$ cat config.mk
export PLATFORM = sky130hd
export DESIGN_NAME = byte_pretokenizer_split_core
export DESIGN_NICKNAME = d
export VERILOG_FILES = /design/src/bpts_pkg.sv /design/src/bpts_step.sv /design/src/bpts_out.sv /design/src/byte_pretokenizer_split_core.sv
export VERILOG_INCLUDE_DIRS = /design/src /design/src/src
export SDC_FILE = /design/constraint.sdc
export NUM_CORES = 1
export LEC_CHECK = 0
export BUFFER_PORTS_ARGS = -buffer_cell sky130_fd_sc_hd__buf_2
export CELL_PAD_IN_SITES_DETAIL_PLACEMENT = 1
export CELL_PAD_IN_SITES_GLOBAL_PLACEMENT = 1
export CORE_ASPECT_RATIO = 0.75
export CORE_MARGIN = 8
export CORE_UTILIZATION = 25
export CTS_BUF_LIST = sky130_fd_sc_hd__clkbuf_16
export DETAILED_ROUTE_END_ITERATION = 12
export GPL_ROUTABILITY_DRIVEN = 1
export PLACE_DENSITY = 0.59
export SLEW_MARGIN = 10
export SYNTH_ARGS = -nofsm -noshare
export SYNTH_HDL_FRONTEND = slang
export SYNTH_SLANG_ARGS = --single-unit
$ cat constraint.sdc
create_clock -name aclk -period 3.96 [get_ports aclk]
set_input_delay 0.198 -clock aclk [delete_from_list [all_inputs] [get_ports aclk]]
set_output_delay 0.198 -clock aclk [all_outputs]
set_load 0.02 [all_outputs]
$ cat src/byte_pretokenizer_split_core_assert.svh
// Assertion macros shared by the splitter modules.
`ifndef BYTE_PRETOKENIZER_SPLIT_CORE_ASSERT_SVH
`define BYTE_PRETOKENIZER_SPLIT_CORE_ASSERT_SVH

// Checked only while out of reset.
`define BPTS_ASSERT(lbl, prop, msg) \
    lbl: assert property (@(posedge aclk) disable iff (!aresetn) prop) \
        else $error(msg);

// Checked during reset as well.
`define BPTS_ASSERT_RST(lbl, prop, msg) \
    lbl: assert property (@(posedge aclk) prop) else $error(msg);

`endif

$ cat src/bpts_pkg.sv
package bpts_pkg;

    // Character constants
    localparam logic [7:0] APOS_CH   = 8'h27;
    localparam logic [7:0] LETTER_HI = 8'h80;
    localparam logic [7:0] CH_L      = 8'h6C;
    localparam logic [7:0] CH_V      = 8'h76;
    localparam logic [7:0] CH_E      = 8'h65;
    localparam logic [7:0] CH_R      = 8'h72;
    localparam logic [7:0] CH_S      = 8'h73;
    localparam logic [7:0] CH_T      = 8'h74;
    localparam logic [7:0] CH_D      = 8'h64;
    localparam logic [7:0] CH_M      = 8'h6D;

    // Most results one byte can release
    localparam int GRP_MAX = 3;

    typedef enum logic [2:0] {
        RC_NONE   = 3'd0,
        RC_LETTER = 3'd1,
        RC_DIGIT  = 3'd2,
        RC_OTHER  = 3'd3,
        RC_WS     = 3'd4,
        RC_APOS   = 3'd5
    } run_class_t;

    // Splitter state: held bytes, open run and chunk-start flag
    typedef struct packed {
        logic [1:0] cnt;
        run_class_t cls;
        logic [7:0] h0;
        logic [7:0] h1;
        logic       acs;
    } state_t;

    localparam state_t ST_RESET = '{cnt: 2'd0, cls: RC_NONE, h0: 8'h00, h1: 8'h00,
                                    acs: 1'b1};

    typedef struct packed {
        logic [7:0] byte_val;
        logic       first;
        logic       last;
        logic       seg;
    } res_t;

    // Results released by one byte, oldest in entry 0
    typedef struct packed {
        logic [1:0]             cnt;
        res_t [GRP_MAX-1:0]     res;
    } grp_t;

    function automatic res_t make_res(input logic [7:0] b, input logic f,
                                      input logic l, input logic s);
        res_t r;
        r.byte_val = b;
        r.first    = f;
        r.last     = l;
        r.seg      = s;
        return r;
    endfunction

    function automatic logic is_ws(input logic [7:0] c);
        return (c == 8'h20) || (c == 8'h09) || (c == 8'h0A) ||
               (c == 8'h0D) || (c == 8'h0C) || (c == 8'h0B);
    endfunction

    function automatic logic digit_ch(input logic [7:0] c);
        return (c >= 8'h30) && (c <= 8'h39);
    endfunction

    function automatic logic letter_ch(input logic [7:0] c);
        return ((c >= 8'h61) && (c <= 8'h7A)) || ((c >= 8'h41) && (c <= 8'h5A)) ||
               (c >= LETTER_HI);
    endfunction

    function automatic logic is_other(input logic [7:0] c);
        return !is_ws(c) && !letter_ch(c) && !digit_ch(c);
    endfunction

    function automatic run_class_t class_of(input logic [7:0] c);
        if (letter_ch(c)) return RC_LETTER;
        if (digit_ch(c)) return RC_DIGIT;
        return RC_OTHER;
    endfunction

    // Class of a run opened by c at a chunk start
    function automatic run_class_t class_start(input logic [7:0] c);
        if (c == APOS_CH) return RC_APOS;
        if (is_ws(c)) return RC_WS;
        return class_of(c);
    endfunction

    function automatic logic short_suffix(input logic [7:0] a);
        return (a == CH_S) || (a == CH_T) || (a == CH_D) || (a == CH_M);
    endfunction

    function automatic logic long_lead(input logic [7:0] a);
        return (a == CH_L) || (a == CH_V) || (a == CH_R);
    endfunction

    function automatic logic long_match(input logic [7:0] a, input logic [7:0] b);
        return ((a == CH_L) && (b == CH_L)) || ((a == CH_V) && (b == CH_E)) ||
               ((a == CH_R) && (b == CH_E));
    endfunction

endpackage

$ cat src/bpts_step.sv
// Chunk decision for one byte: results released and the next splitter state.
module bpts_step (
    input  logic [7:0]       c,
    input  logic             last,
    input  bpts_pkg::state_t st,
    output bpts_pkg::state_t st_next,
    output bpts_pkg::grp_t   grp
);

    logic [1:0]                           n;
    bpts_pkg::res_t [bpts_pkg::GRP_MAX-1:0] res;
    logic                                 sb;
    logic                                 jn;
    bpts_pkg::run_class_t                 cs;

    always_comb begin
        n       = 2'd0;
        res     = '0;
        st_next = st;
        sb      = 1'b0;
        jn      = bpts_pkg::short_suffix(c) || bpts_pkg::is_other(c);
        cs      = bpts_pkg::class_start(c);

        if ((st.cnt == 2'd0) || (st.cnt == 2'd3)) begin
            sb = 1'b1;
        end else begin
            unique case (st.cls) inside
                // whitespace run
                bpts_pkg::RC_WS: begin
                    if (bpts_pkg::is_ws(c)) begin
                        if (last) begin
                            res[n] = bpts_pkg::make_res(st.h0, st.acs, 1'b0, 1'b0);
                            n = n + 2'd1;
                            if (st.cnt == 2'd2) begin
                                res[n] = bpts_pkg::make_res(st.h1, 1'b0, 1'b0, 1'b0);
                                n = n + 2'd1;
                            end
                            res[n] = bpts_pkg::make_res(c, 1'b0, 1'b1, 1'b1);
                            n = n + 2'd1;
                            st_next.cnt = 2'd0;
                            st_next.cls = bpts_pkg::RC_NONE;
                            st_next.acs = 1'b1;
                        end else if (st.cnt == 2'd1) begin
                            st_next.h1  = c;
                            st_next.cnt = 2'd2;
                        end else begin
                            res[n] = bpts_pkg::make_res(st.h0, st.acs, 1'b0, 1'b0);
                            n = n + 2'd1;
                            st_next.h0  = st.h1;
                            st_next.h1  = c;
                            st_next.acs = 1'b0;
                        end
                    end else begin
                        // last space moves onto the next run as its prefix
                        if (st.cnt == 2'd2) begin
                            res[n] = bpts_pkg::make_res(st.h0, st.acs, 1'b1, 1'b0);
                            n = n + 2'd1;
                            res[n] = bpts_pkg::make_res(st.h1, 1'b1, 1'b0, 1'b0);
                            n = n + 2'd1;
                        end else begin
                            res[n] = bpts_pkg::make_res(st.h0, 1'b1, 1'b0, 1'b0);
                            n = n + 2'd1;
                        end
                        if (last) begin
                            res[n] = bpts_pkg::make_res(c, 1'b0, 1'b1, 1'b1);
                            n = n + 2'd1;
                            st_next.cnt = 2'd0;
                            st_next.cls = bpts_pkg::RC_NONE;
                            st_next.acs = 1'b1;
                        end else begin
                            st_next.h0  = c;
                            st_next.cnt = 2'd1;
                            st_next.cls = bpts_pkg::class_of(c);
                            st_next.acs = 1'b0;
                        end
                    end
                end
                // apostrophe held at a chunk start
                bpts_pkg::RC_APOS: begin
                    if (st.cnt == 2'd1) begin
                        if (last) begin
                            res[n] = bpts_pkg::make_res(bpts_pkg::APOS_CH, 1'b1, !jn, 1'b0);
                            n = n + 2'd1;
                            res[n] = bpts_pkg::make_res(c, !jn, 1'b1, 1'b1);
                            n = n + 2'd1;
                            st_next.cnt = 2'd0;
                            st_next.cls = bpts_pkg::RC_NONE;
                            st_next.acs = 1'b1;
                        end else if (bpts_pkg::long_lead(c)) begin
                            st_next.h1  = c;
                            st_next.cnt = 2'd2;
                        end else if (bpts_pkg::short_suffix(c)) begin
                            res[n] = bpts_pkg::make_res(bpts_pkg::APOS_CH, 1'b1, 1'b0, 1'b0);
                            n = n + 2'd1;
                            res[n] = bpts_pkg::make_res(c, 1'b0, 1'b1, 1'b0);
                            n = n + 2'd1;
                            st_next.cnt = 2'd0;
                            st_next.cls = bpts_pkg::RC_NONE;
                            st_next.acs = 1'b1;
                        end else if (bpts_pkg::is_other(c)) begin
                            res[n] = bpts_pkg::make_res(bpts_pkg::APOS_CH, 1'b1, 1'b0, 1'b0);
                            n = n + 2'd1;
                            st_next.h0  = c;
                            st_next.cnt = 2'd1;
                            st_next.cls = bpts_pkg::RC_OTHER;
                            st_next.acs = 1'b0;
                        end else begin
                            res[n] = bpts_pkg::make_res(bpts_pkg::APOS_CH, 1'b1, 1'b1, 1'b0);
                            n = n + 2'd1;
                            sb = 1'b1;
                        end
                    end else if (bpts_pkg::long_match(st.h1, c)) begin
                        res[n] = bpts_pkg::make_res(bpts_pkg::APOS_CH, 1'b1, 1'b0, 1'b0);
                        n = n + 2'd1;
                        res[n] = bpts_pkg::make_res(st.h1, 1'b0, 1'b0, 1'b0);
                        n = n + 2'd1;
                        res[n] = bpts_pkg::make_res(c, 1'b0, 1'b1, last);
                        n = n + 2'd1;
                        st_next.cnt = 2'd0;
                        st_next.cls = bpts_pkg::RC_NONE;
                        st_next.acs = 1'b1;
                    end else begin
                        // no contraction: lead opens a word or stands alone
                        res[n] = bpts_pkg::make_res(bpts_pkg::APOS_CH, 1'b1, 1'b1, 1'b0);
                        n = n + 2'd1;
                        if (bpts_pkg::letter_ch(c)) begin
                            res[n] = bpts_pkg::make_res(st.h1, 1'b1, 1'b0, 1'b0);
                            n = n + 2'd1;
                            if (last) begin
                                res[n] = bpts_pkg::make_res(c, 1'b0, 1'b1, 1'b1);
                                n = n + 2'd1;
                                st_next.cnt = 2'd0;
                                st_next.cls = bpts_pkg::RC_NONE;
                                st_next.acs = 1'b1;
                            end else begin
                                st_next.h0  = c;
                                st_next.cnt = 2'd1;
                                st_next.cls = bpts_pkg::RC_LETTER;
                                st_next.acs = 1'b0;
                            end
                        end else begin
                            res[n] = bpts_pkg::make_res(st.h1, 1'b1, 1'b1, 1'b0);
                            n = n + 2'd1;
                            sb = 1'b1;
                        end
                    end
                end
                // letter, digit or symbol run
                bpts_pkg::RC_LETTER, bpts_pkg::RC_DIGIT, bpts_pkg::RC_OTHER: begin
                    if (((st.cls == bpts_pkg::RC_LETTER) && bpts_pkg::letter_ch(c)) ||
                        ((st.cls == bpts_pkg::RC_DIGIT) && bpts_pkg::digit_ch(c)) ||
                        ((st.cls == bpts_pkg::RC_OTHER) && bpts_pkg::is_other(c))) begin
                        res[n] = bpts_pkg::make_res(st.h0, st.acs, 1'b0, 1'b0);
                        n = n + 2'd1;
                        if (last) begin
                            res[n] = bpts_pkg::make_res(c, 1'b0, 1'b1, 1'b1);
                            n = n + 2'd1;
                            st_next.cnt = 2'd0;
                            st_next.cls = bpts_pkg::RC_NONE;
                            st_next.acs = 1'b1;
                        end else begin
                            st_next.h0  = c;
                            st_next.cnt = 2'd1;
                            st_next.acs = 1'b0;
                        end
                    end else begin
                        res[n] = bpts_pkg::make_res(st.h0, st.acs, 1'b1, 1'b0);
                        n = n + 2'd1;
                        sb = 1'b1;
                    end
                end
                default: begin
                    sb = 1'b1;
                end
            endcase
        end

        // byte opens a fresh chunk with nothing held
        if (sb) begin
            if (last) begin
                res[n] = bpts_pkg::make_res(c, 1'b1, 1'b1, 1'b1);
                n = n + 2'd1;
                st_next.cnt = 2'd0;
                st_next.cls = bpts_pkg::RC_NONE;
                st_next.acs = 1'b1;
            end else begin
                st_next.h0  = c;
                st_next.cnt = 2'd1;
                st_next.cls = cs;
                st_next.acs = 1'b1;
            end
        end

        grp.cnt = n;
        grp.res = res;
    end

endmodule

$ cat src/bpts_out.sv
`include "byte_pretokenizer_split_core_assert.svh"

// Result group register: holds one byte's results and hands them out in order.
module bpts_out (
    input  logic           aclk,
    input  logic           aresetn,
    input  logic           load_en,
    input  bpts_pkg::grp_t load_grp,
    output logic           can_load,
    output logic           m_tvalid,
    input  logic           m_tready,
    output logic [7:0]     m_tdata,   // out_byte
    output logic [2:0]     m_tuser,   // chunk_first, chunk_last, group_last
    output logic           m_tlast    // seg_end
);

    logic [1:0]                             cnt_reg, cnt_next;
    logic [1:0]                             idx_reg, idx_next;
    bpts_pkg::res_t [bpts_pkg::GRP_MAX-1:0] res_reg;
    bpts_pkg::res_t                         cur;
    logic                                   take;
    logic                                   at_end;
    logic                                   done;

    assign m_tvalid = (cnt_reg != 2'd0);
    assign take     = m_tvalid && m_tready;
    assign at_end   = (idx_reg == (cnt_reg - 2'd1));
    assign done     = take && at_end;
    assign can_load = !m_tvalid || done;
    assign cur      = res_reg[idx_reg];

    assign m_tdata = cur.byte_val;
    assign m_tuser = {at_end, cur.last, cur.first};
    assign m_tlast = cur.seg;

    // group count and read pointer
    always_comb begin
        cnt_next = cnt_reg;
        idx_next = idx_reg;
        if (load_en) begin
            cnt_next = load_grp.cnt;
            idx_next = 2'd0;
        end else if (done) begin
            cnt_next = 2'd0;
            idx_next = 2'd0;
        end else if (take) begin
            idx_next = idx_reg + 2'd1;
        end
    end

    always_ff @(posedge aclk) begin
        if (!aresetn) begin
            cnt_reg <= 2'd0;
            idx_reg <= 2'd0;
        end else begin
            cnt_reg <= cnt_next;
            idx_reg <= idx_next;
        end
    end

    // result payload
    always_ff @(posedge aclk) begin
        if (load_en) begin
            res_reg <= load_grp.res;
        end
    end

    `BPTS_ASSERT(a_idx_in_group, m_tvalid |-> (idx_reg < cnt_reg), "read pointer past group")
    `BPTS_ASSERT(a_load_when_free, load_en |-> can_load, "group loaded while results pending")
    `BPTS_ASSERT_RST(a_reset_empty, !aresetn |=> !m_tvalid, "results shown after reset")

endmodule

$ cat src/byte_pretokenizer_split_core.sv
// Channel | Dir | tdata      | tuser                                 | tlast
// s_      | in  | in_byte    | -                                     | in_seg_last
// m_      | out | out_byte   | chunk_first, chunk_last, group_last   | seg_end
//
// A transaction on s_ releases 0 to 3 results on m_, one per cycle while m_tready is
// high; a byte per cycle is taken while each gives at most one result and m_ keeps up.
// The first result of an input transaction reaches m_ through two registers in turn:
// the input register, then the result group register.
// Two or three results stall s_tready when a byte waits behind; so does m_tready low.
// aresetn is synchronous, active low; held bytes are dropped, no clearing pass.
`include "byte_pretokenizer_split_core_assert.svh"

module byte_pretokenizer_split_core (
    input  logic       aclk,
    input  logic       aresetn,
    input  logic       s_tvalid,
    output logic       s_tready,
    input  logic [7:0] s_tdata,   // in_byte
    input  logic       s_tlast,   // in_seg_last
    output logic       m_tvalid,
    input  logic       m_tready,
    output logic [7:0] m_tdata,   // out_byte
    output logic [2:0] m_tuser,   // chunk_first, chunk_last, group_last
    output logic       m_tlast    // seg_end
);

    logic             in_vld_reg, in_vld_next;
    logic [7:0]       in_byte_reg;
    logic             in_last_reg;
    bpts_pkg::state_t st_reg, st_next;
    bpts_pkg::grp_t   grp;
    logic             can_load;
    logic             proc;
    logic             two_held_ok;
    logic             idle_ok;

    // byte in the input register moves on when the group register is free
    assign proc     = in_vld_reg && can_load;
    assign s_tready = !in_vld_reg || proc;

    always_comb begin
        in_vld_next = in_vld_reg;
        if (s_tvalid && s_tready) begin
            in_vld_next = 1'b1;
        end else if (proc) begin
            in_vld_next = 1'b0;
        end
    end

    always_ff @(posedge aclk) begin
        if (!aresetn) begin
            in_vld_reg <= 1'b0;
            st_reg     <= bpts_pkg::ST_RESET;
        end else begin
            in_vld_reg <= in_vld_next;
            if (proc) begin
                st_reg <= st_next;
            end
        end
    end

    always_ff @(posedge aclk) begin
        if (s_tvalid && s_tready) begin
            in_byte_reg <= s_tdata;
            in_last_reg <= s_tlast;
        end
    end

    bpts_step u_step (
        .c       (in_byte_reg),
        .last    (in_last_reg),
        .st      (st_reg),
        .st_next (st_next),
        .grp     (grp)
    );

    bpts_out u_out (
        .aclk     (aclk),
        .aresetn  (aresetn),
        .load_en  (proc),
        .load_grp (grp),
        .can_load (can_load),
        .m_tvalid (m_tvalid),
        .m_tready (m_tready),
        .m_tdata  (m_tdata),
        .m_tuser  (m_tuser),
        .m_tlast  (m_tlast)
    );

    // state invariants
    assign two_held_ok = (st_reg.cnt != 2'd2) || (st_reg.cls == bpts_pkg::RC_WS) ||
                         (st_reg.cls == bpts_pkg::RC_APOS);
    assign idle_ok     = (st_reg.cls != bpts_pkg::RC_NONE) ||
                         (st_reg.acs && (st_reg.cnt == 2'd0));

    `BPTS_ASSERT(a_hold_depth, st_reg.cnt != 2'd3, "more than two bytes held")
    `BPTS_ASSERT(a_two_held_kind, two_held_ok, "two bytes held outside space or apostrophe run")
    `BPTS_ASSERT(a_idle_starts, idle_ok, "idle state without chunk start")

endmodule

==> Word level (Yosys, flattened, before mapping) <==
Cells that the tools add are included.
{ "totals": {"out_inout_bits": 14, "regBits": 69} }
{ "classes": {"mux": 171, "add_sub_neg": 5, "eq_ne": 40, "n_lt_le_gt_ge": 14, "reduce_logical": 56, "bitwise": 2} }
{ "ops": {"columns": ["operator", "count"], "rows": [
  ["11-bit 2-to-1 mux", 24],
  ["33-bit 2-to-1 mux", 6],
  ["13-bit 2-to-1 mux", 12],
  ["22-bit 2-to-1 mux", 5],
  ["33-bit bitwise mux", 3],
  ["8-bit by 7-bit == test with 1-bit output, second input constant", 11],
  ["11-bit demux with 2-bit select", 3],
  ["22-bit one-hot mux with 3 select lines", 1],
  ["8-bit 2-to-1 mux", 8],
  ["2-bit 2-to-1 mux", 30],
  ["1-bit 2-to-1 mux", 47],
  ["8-bit by 4-bit == test with 1-bit output, second input constant", 5],
  ["5-bit 2-to-1 mux", 8],
  ["13-bit one-hot mux with 3 select lines", 1],
  ["3-bit 2-to-1 mux", 12],
  ["16-bit 2-to-1 mux", 2],
  ["11-bit binary-select mux with 2-bit select", 1],
  ["11-bit one-hot mux with 2 select lines", 1],
  ["1-bit logical OR", 20],
  ["1-bit logical AND", 18],
  ["8-bit by 6-bit == test with 1-bit output, second input constant", 2],
  ["8-bit by 7-bit >= comparator with 1-bit output, second input constant", 2],
  ["8-bit by 7-bit <= comparator with 1-bit output, second input constant", 2],
  ["8-bit one-hot mux with 2 select lines", 1],
  ["31 further kinds", 63]
]} }

==> Depth between registers and ports, before layout <==
Gate-level depths: netlist of run 1.
{ "logic_depth": {"depth_word": 29, "mapped_depth": 16, "mapped_depth_nobuf": 14} }

==> Hierarchy <==
Synthesis of run 1 repeated with hierarchy kept, for this count alone.
{ "hier_totals": {"cells_unflattened": 617, "area_unflattened_um2": 5241.3} }
{ "by_module_without_submodules": {"columns": ["module", "area_each_um2", "seq_area_each_um2", "cells_per_inst", "instances"], "rows": [
  ["bpts_step", 2483.6, 0.0, 401, 1],
  ["bpts_out", 1502.7, 1071.0, 102, 1],
  ["byte_pretokenizer_split_core", 1255.0, 730.7, 114, 1]
]} }

==> Worst setup path after synthesis of run 1 <==
No wires, ideal clock.
{ "synth_timing": {"kind": "register -> register", "start": "register in_byte_reg[7]", "end": "register u_out.res_reg[25] in the netlist's numbering (data pin)", "arrival_time_ps": 3161, "slack_ps": 514, "stages_incl_launch_ff": 14, "synth_period_minus_slack_ps": 3446, "setup_ps": 284, "required_time_ps": 3676, "path_cell_list": "edfxtp_1 buf_6 or3_4 or4_4 nand3_2 o22a_1 a21oi_1 o31ai_1 inv_1 ha_1 inv_1 a31oi_1 o21ai_0 a21boi_0"} }
{ "synth_lines": {"columns": ["element", "line", "text"], "rows": [
  ["start: declaration", "byte_pretokenizer_split_core.sv:28", "logic [7:0] in_byte_reg;"],
  ["start signal: assignment", "byte_pretokenizer_split_core.sv:64", "in_byte_reg <= s_tdata;"],
  ["end signal: assignment", "bpts_out.sv:64", "res_reg <= load_grp.res;"],
  ["end: declaration", "bpts_out.sv:19", "bpts_pkg::res_t [bpts_pkg::GRP_MAX-1:0] res_reg;"]
]} }

==> flow_summary.yaml, run 1 <==
route:
  wl_per_cell_um: 22.0
  drt_wl_total_um: 17700
  drt-initial-drc-count: 350
  drc_errors: 0
  num_vias: 4470
  drtAntennaViolNets: 0
  first_pass_iters: 5
  via_per_inst: 5.55
critical_path:
  crit_path_start_kind: "register"
  critPathArrivalTime_ns: 3.73
  crit_path_end_kind: "register"
  worstReg2RegEnd: "u_out.res_reg[16]$_DFFE_PP_"
  cp_common_cell: "o211ai_1"
  cp.required_ns: 4.06
  timing.rr.start: "in_byte_reg[3]$_DFFE_PP_"
  crit_path_cell_trace: "or4b_4 > a211oi_4 > nor2_1 > o311ai_0 > o211ai_1 > o21a_1 > ha_1 > o211ai_1 > o21ai_2 > a22o_1"
  r2r_cells: 10
  crit_buf_inv: 0
  path_max_fanout: 7
  worstSetupPathType: "register to register"
  rrSetupSlack_ns: 0.33
  path_delay_family: "compound AO/OA/AOI/OAI gates"
  cp_slowest_cell: "or4b_4"
  cp_slowest_stage_delay_ns: 0.58
floorplanning:
  die_x_um: 174
  io_pins: 27
  core-area_um2: 18500
  die_h_um: 135
  initial_core_util_pct: 25.4
  die_area_um2: 23500
  fp-row-count: 43
global_route:
  first_global_vias: 4573
  grt_usage_pct: 15.0
  overflow: 0
  grt_start_max_net_pins: 40
  grt_pass1_wl_um: 27300
  antenna_found_initial: 0
finish:
  fillers: 2172
  diodes: 0
  layout_commonest_cell: "nand2_1"
  final_cell_mix: "nand2_1, edfxtp_1, nor2_1, o21ai_0, a21oi_1"
  post-route-util_pct: 29.3
  area_delta_synth_final_pct: 15.2
  multi_input_area_um2: 2630
  final_nets: 576
  drive_gt1_share_pct: 17.2
  ff_latch_area_um2: 1800
  largest_reg_flops: 33
pwr:
  powerDensity_nw_per_um2: 353
  vdd_drop_max_mv: 0.174
  leakage_nw: 1.85
timing:
  rsz0062_at_grt: "false"
  finalHoldViolations: 0
  tightest_slew_ns: 0.883
  setup_violations: 0
  max-slew-margin-rel_pct: 40.9
  tns_ns: 0
  min_period_over_period_pct: 91.7
  drv_slew: 0
  fmax_mhz: 275
  post-route-min-period_ns: 3.63
  skew_ns: 0.0111
synthesis:
  yosys_warnings: 0
  synth_fp_nets: 556
  yosysSeqAreaShare_pct: 38.4
  synth_cell_types: 83
  ys_seq_elements: 69
  synthCells: 533
  syn-cell-area_um2: 4690
  synth-edff-count: 42
  ys.flop_type: "edfxtp_1"
  synth-async-reset-ratio_pct: 0
  syn_avg_cell_area_um2: 8.81
cts:
  clock_path_buffers: 2
  worst_skew_pair.late_latency_ns: 0.35
  clkTransAtPathRegs_ns: 0.07
  cts_sinks: 69
  cts.repair.resized: 0
  hold_buffers: 0
  tritoncts: "built"
  root_buffer: "clkbuf_16"
  ctsHtreeMaxLevel: 3
  numCtsBuffers: 9
  cts_setup_buffers: 0
flow_run:
  cap_violations: 0
place:
  gp_congestion: 0.901
  port-buffer-count: 26
  dp_hpwl_um: 13300
worst_hold_path:
  min_from: "s_tlast"
  hold_path.class: "input port to register"
  worstHoldEndpoint: "in_last_reg$_DFFE_PP_"
  hold_depth: 1
outcome:
  outcome: "completed"
cell families after synthesis:
group,count (synthesis),synth area share [%]
buffers and inverters,63,5.68
adders and majority gates,10,2.67
DFF,69,38.4
muxes,17,3.71
AOI/OAI and AO/OA,189,28.9
and+or+nand+nor,181,19.9
xor gates and xnor gates,4,0.747
cells in the mapped netlist, types with 10 or more instances:
master / number / area (um^2)
a21oi_1: 33 / 165
a31oi_1: 14 / 87.6
and3_1: 10 / 62.6
clkbuf_1: 28 / 105
dfxtp_1: 27 / 541
edfxtp_1: 42 / 1260
ha_1: 10 / 125
inv_1: 19 / 71.3
mux2i_1: 14 / 140
nand2_1: 58 / 218
nand3_1: 16 / 80.1
nor2_1: 40 / 150
o211ai_1: 13 / 97.6
o21ai_0: 40 / 200
worst max-delay path by stage:
stage / slack [ns] / to / cells past startpoint / from
2_1_floorplan: 0.51 / u_out.res_reg[25]$_DFFE_PP_ / 13 / in_byte_reg[7]$_DFFE_PP_
4_1_cts: 0.35 / u_out.res_reg[16]$_DFFE_PP_ / 10 / in_byte_reg[3]$_DFFE_PP_
5_1_grt: 0.16 / u_out.res_reg[16]$_DFFE_PP_ / 10 / in_byte_reg[3]$_DFFE_PP_
3_5_place_dp: 0.37 / u_out.res_reg[16]$_DFFE_PP_ / 10 / in_byte_reg[3]$_DFFE_PP_
3_3_place_gp: 0.49 / u_out.res_reg[14]$_DFFE_PP_ / 10 / in_byte_reg[3]$_DFFE_PP_
6_report: 0.33 / u_out.res_reg[16]$_DFFE_PP_ / 10 / in_byte_reg[3]$_DFFE_PP_
final cells by class:
type | instances | area share [%]
clock inverters | 7 | 0.925
clock buffers | 9 | 4.16
repair buffers | 51 | 5.88
well taps | 247 | 5.71
multi-input cells | 401 | 48.5
flip-flops and latches | 69 | 33.3
inverters | 21 | 1.46
through the flow:
| stage | instance area, um^2 | hold WS (ns) | total power, mW | instances | worst slack (ns) |
|---|---|---|---|---|---|
| after global placement | 5130 | 0.374 | 1.14 | 789 | 0.488 |
| final | 5410 | 0.0260 | 1.91 | 805 | 0.330 |
| after detailed placement | 5130 | 0.377 | 1.15 | 789 | 0.372 |
| after global routing | 5410 | 0.0161 | 1.98 | 805 | 0.160 |
| after CTS | 5410 | 0.0153 | 1.92 | 805 | 0.349 |
| after floorplan | 4690 | 0.297 | 1.03 | 533 | 0.514 |
worst register-to-register path, stage by stage (launching register included):
cell and delay (ns):
edfxtp_1 0.39, or4b_4 0.58, a211oi_4 0.38, nor2_1 0.17
o311ai_0 0.36, o211ai_1 0.21, o21a_1 0.26, ha_1 0.24
o211ai_1 0.27, o21ai_2 0.22, a22o_1 0.29
where the power goes:
part | switching [mW] | internal (mW)
clock network | 0.346 | 0.426
registers | 0.0243 | 0.795
logic | 0.221 | 0.0955
total | 0.591 | 1.32
routing by layer:
metal  share of wire [%]  global-route usage [%]  wire length [um]
met3                 7.7                    3.57              1360
met2                  42                    22.0              7400
met5                   0                       0                 0
met4                 2.0                    4.83               346
met1                  49                    21.3              8580
Note: power is estimated with default switching activity, not from simulation.
==> inputs of run 2 (changes only) <==
REMOVE_ABC_BUFFERS = 1   (was unset)
==> run 2 against run 1 <==
Register-to-register slack lost 0.02 ns; design area grew 1.3%; clock power grew 19%; first-iteration DRC count grew 23%; critical path depth is the same; global-route usage is essentially flat; clock skew shrank 0.0045 ns; final cell count grew 0.25%; sequential power is essentially flat; utilization grew 0.39 points; worst hold slack gained 0.0073 ns; critical endpoint is now u_out.res_reg[21]$_DFFE_PP_.
==> flow_summary.yaml, run 2 (synthesized netlist as in run 1, its figures left out) <==
outcome:
  outcome: "completed"
timing:
  min_period_over_period_pct: 92.1
  fmax_mhz: 274
  tns_ns: 0
  drv_slew: 0
  post-route-min-period_ns: 3.65
  skew_ns: 0.00662
  rsz0062_at_grt: "false"
  finalHoldViolations: 0
  tightest_slew_ns: 0.803
  setup_violations: 0
  max-slew-margin-rel_pct: 46.3
route:
  first_pass_iters: 6
  drt_wl_total_um: 17700
  drt-initial-drc-count: 430
  wl_per_cell_um: 22.0
  drtAntennaViolNets: 0
  drc_errors: 0
  met3WireLength_um: 1130
  via_per_inst: 5.46
  wl_met2_um: 7330
  num_vias: 4403
  top_layer: "met4"
  routedLengthMet1_um: 9060
global_route:
  grt_usage_pct: 15.0
  first_global_vias: 4534
  grt_start_max_net_pins: 34
  antenna_found_initial: 0
  grt_pass1_wl_um: 27600
  overflow: 0
floorplanning:
  io_pins: 27
  die_h_um: 135
  initial_core_util_pct: 25.4
  die_x_um: 174
  die_area_um2: 23500
  core-area_um2: 18500
  fp-row-count: 43
finish:
  drive_gt1_share_pct: 17.5
  diodes: 0
  instances_no_fill: 807
  post-route-cell-area_um2: 5480
  final_nets: 578
  area_delta_synth_final_pct: 16.7
  final_cell_mix: "nand2_1, edfxtp_1, nor2_1, o21ai_0, a21oi_1"
  layout_commonest_cell: "nand2_1"
  fillers: 2168
  largest_reg_flops: 33
  post-route-util_pct: 29.7
critical_path:
  worstReg2RegEnd: "u_out.res_reg[21]$_DFFE_PP_"
  path_max_fanout: 7
  critPathArrivalTime_ns: 3.73
  crit_path_start_kind: "register"
  crit_path_end_kind: "register"
  timing.rr.start: "in_byte_reg[3]$_DFFE_PP_"
  r2r_cells: 10
  worstSetupPathType: "register to register"
  cp.required_ns: 4.04
  rrSetupSlack_ns: 0.31
pwr:
  vdd_drop_max_mv: 0.181
  power_mw: 2.06
  leakage_nw: 1.89
  powerDensity_nw_per_um2: 375
place:
  dp_hpwl_um: 13500
  placed_area_um2: 5150
  gp_congestion: 0.902
  port-buffer-count: 26
  dp_cells: 791
cts:
  tritoncts: "built"
  clock_path_buffers: 2
  worst_skew_pair.late_latency_ns: 0.34
  cts_setup_buffers: 0
  ctsHtreeMaxLevel: 3
  clkTransAtPathRegs_ns: 0.06
  numCtsBuffers: 9
  cts.repair.resized: 0
  root_buffer: "clkbuf_16"
  cts_sinks: 69
  hold_buffers: 0
flow_run:
  cap_violations: 0
worst_hold_path:
  min_from: "s_tdata[4]"
  hold_path.class: "input port to register"
  hold_depth: 1
  worstHoldEndpoint: "in_byte_reg[4]$_DFFE_PP_"
==> run 2: critical path, cell delays in order (launching register included) <==
cell and delay, ns:
edfxtp_1 0.39, or4b_4 0.58, a211oi_4 0.40, nor2_1 0.14, o311ai_0 0.34, o211ai_1 0.22, o21a_1 0.27, ha_1 0.24
o211ai_1 0.28, o21ai_2 0.21, a22o_1 0.31
==> run 2: worst max path at each step <==
stage | from | to | slack (ns)
2_1_floorplan | in_byte_reg[2]$_DFFE_PP_ | u_out.res_reg[25]$_DFFE_PP_ | 0.25
3_3_place_gp | in_byte_reg[3]$_DFFE_PP_ | u_out.res_reg[14]$_DFFE_PP_ | 0.43
3_5_place_dp | in_byte_reg[3]$_DFFE_PP_ | u_out.res_reg[14]$_DFFE_PP_ | 0.32
4_1_cts | in_byte_reg[3]$_DFFE_PP_ | u_out.res_reg[14]$_DFFE_PP_ | 0.33
5_1_grt | in_byte_reg[3]$_DFFE_PP_ | u_out.res_reg[14]$_DFFE_PP_ | 0.13
6_report | in_byte_reg[3]$_DFFE_PP_ | u_out.res_reg[21]$_DFFE_PP_ | 0.31
==> run 2: per-stage QoR <==
step / setup slack (ns) / hold WS (ns)
2_1_floorplan: 0.248 / 0.274
3_3_place_gp: 0.431 / 0.375
3_5_place_dp: 0.325 / 0.380
4_1_cts: 0.331 / 0.0229
5_1_grt: 0.134 / 0.0240
6_report: 0.312 / 0.0333
==> run 2: per-layer routing <==
metal,vias up,track usage [%]
met5,-,0
met4,0,3.46
met3,14,3.71
met2,127,21.6
met1,2185,21.9
li1,2077,-
==> run 2: power by group <==
group / switching, mW / internal [mW] / total [mW] / leakage [nW]
Sequential: 0.0263 / 0.795 / 0.821 / 0.634
Clock: 0.356 / 0.563 / 0.919 / 0.163
Combinational: 0.221 / 0.0962 / 0.317 / 1.09
Total: 0.603 / 1.45 / 2.06 / 1.89
==> run 2: area by class of cell <==
type | instances | area [um^2] | area share (%)
clock inverters | 7 | 106 | 1.94
repair buffers | 53 | 333 | 6.07
inverters | 21 | 78.8 | 1.44
well taps | 247 | 309 | 5.64
clock buffers | 9 | 225 | 4.11
flip-flops and latches | 69 | 1800 | 32.9
multi-input cells | 401 | 2630 | 47.9
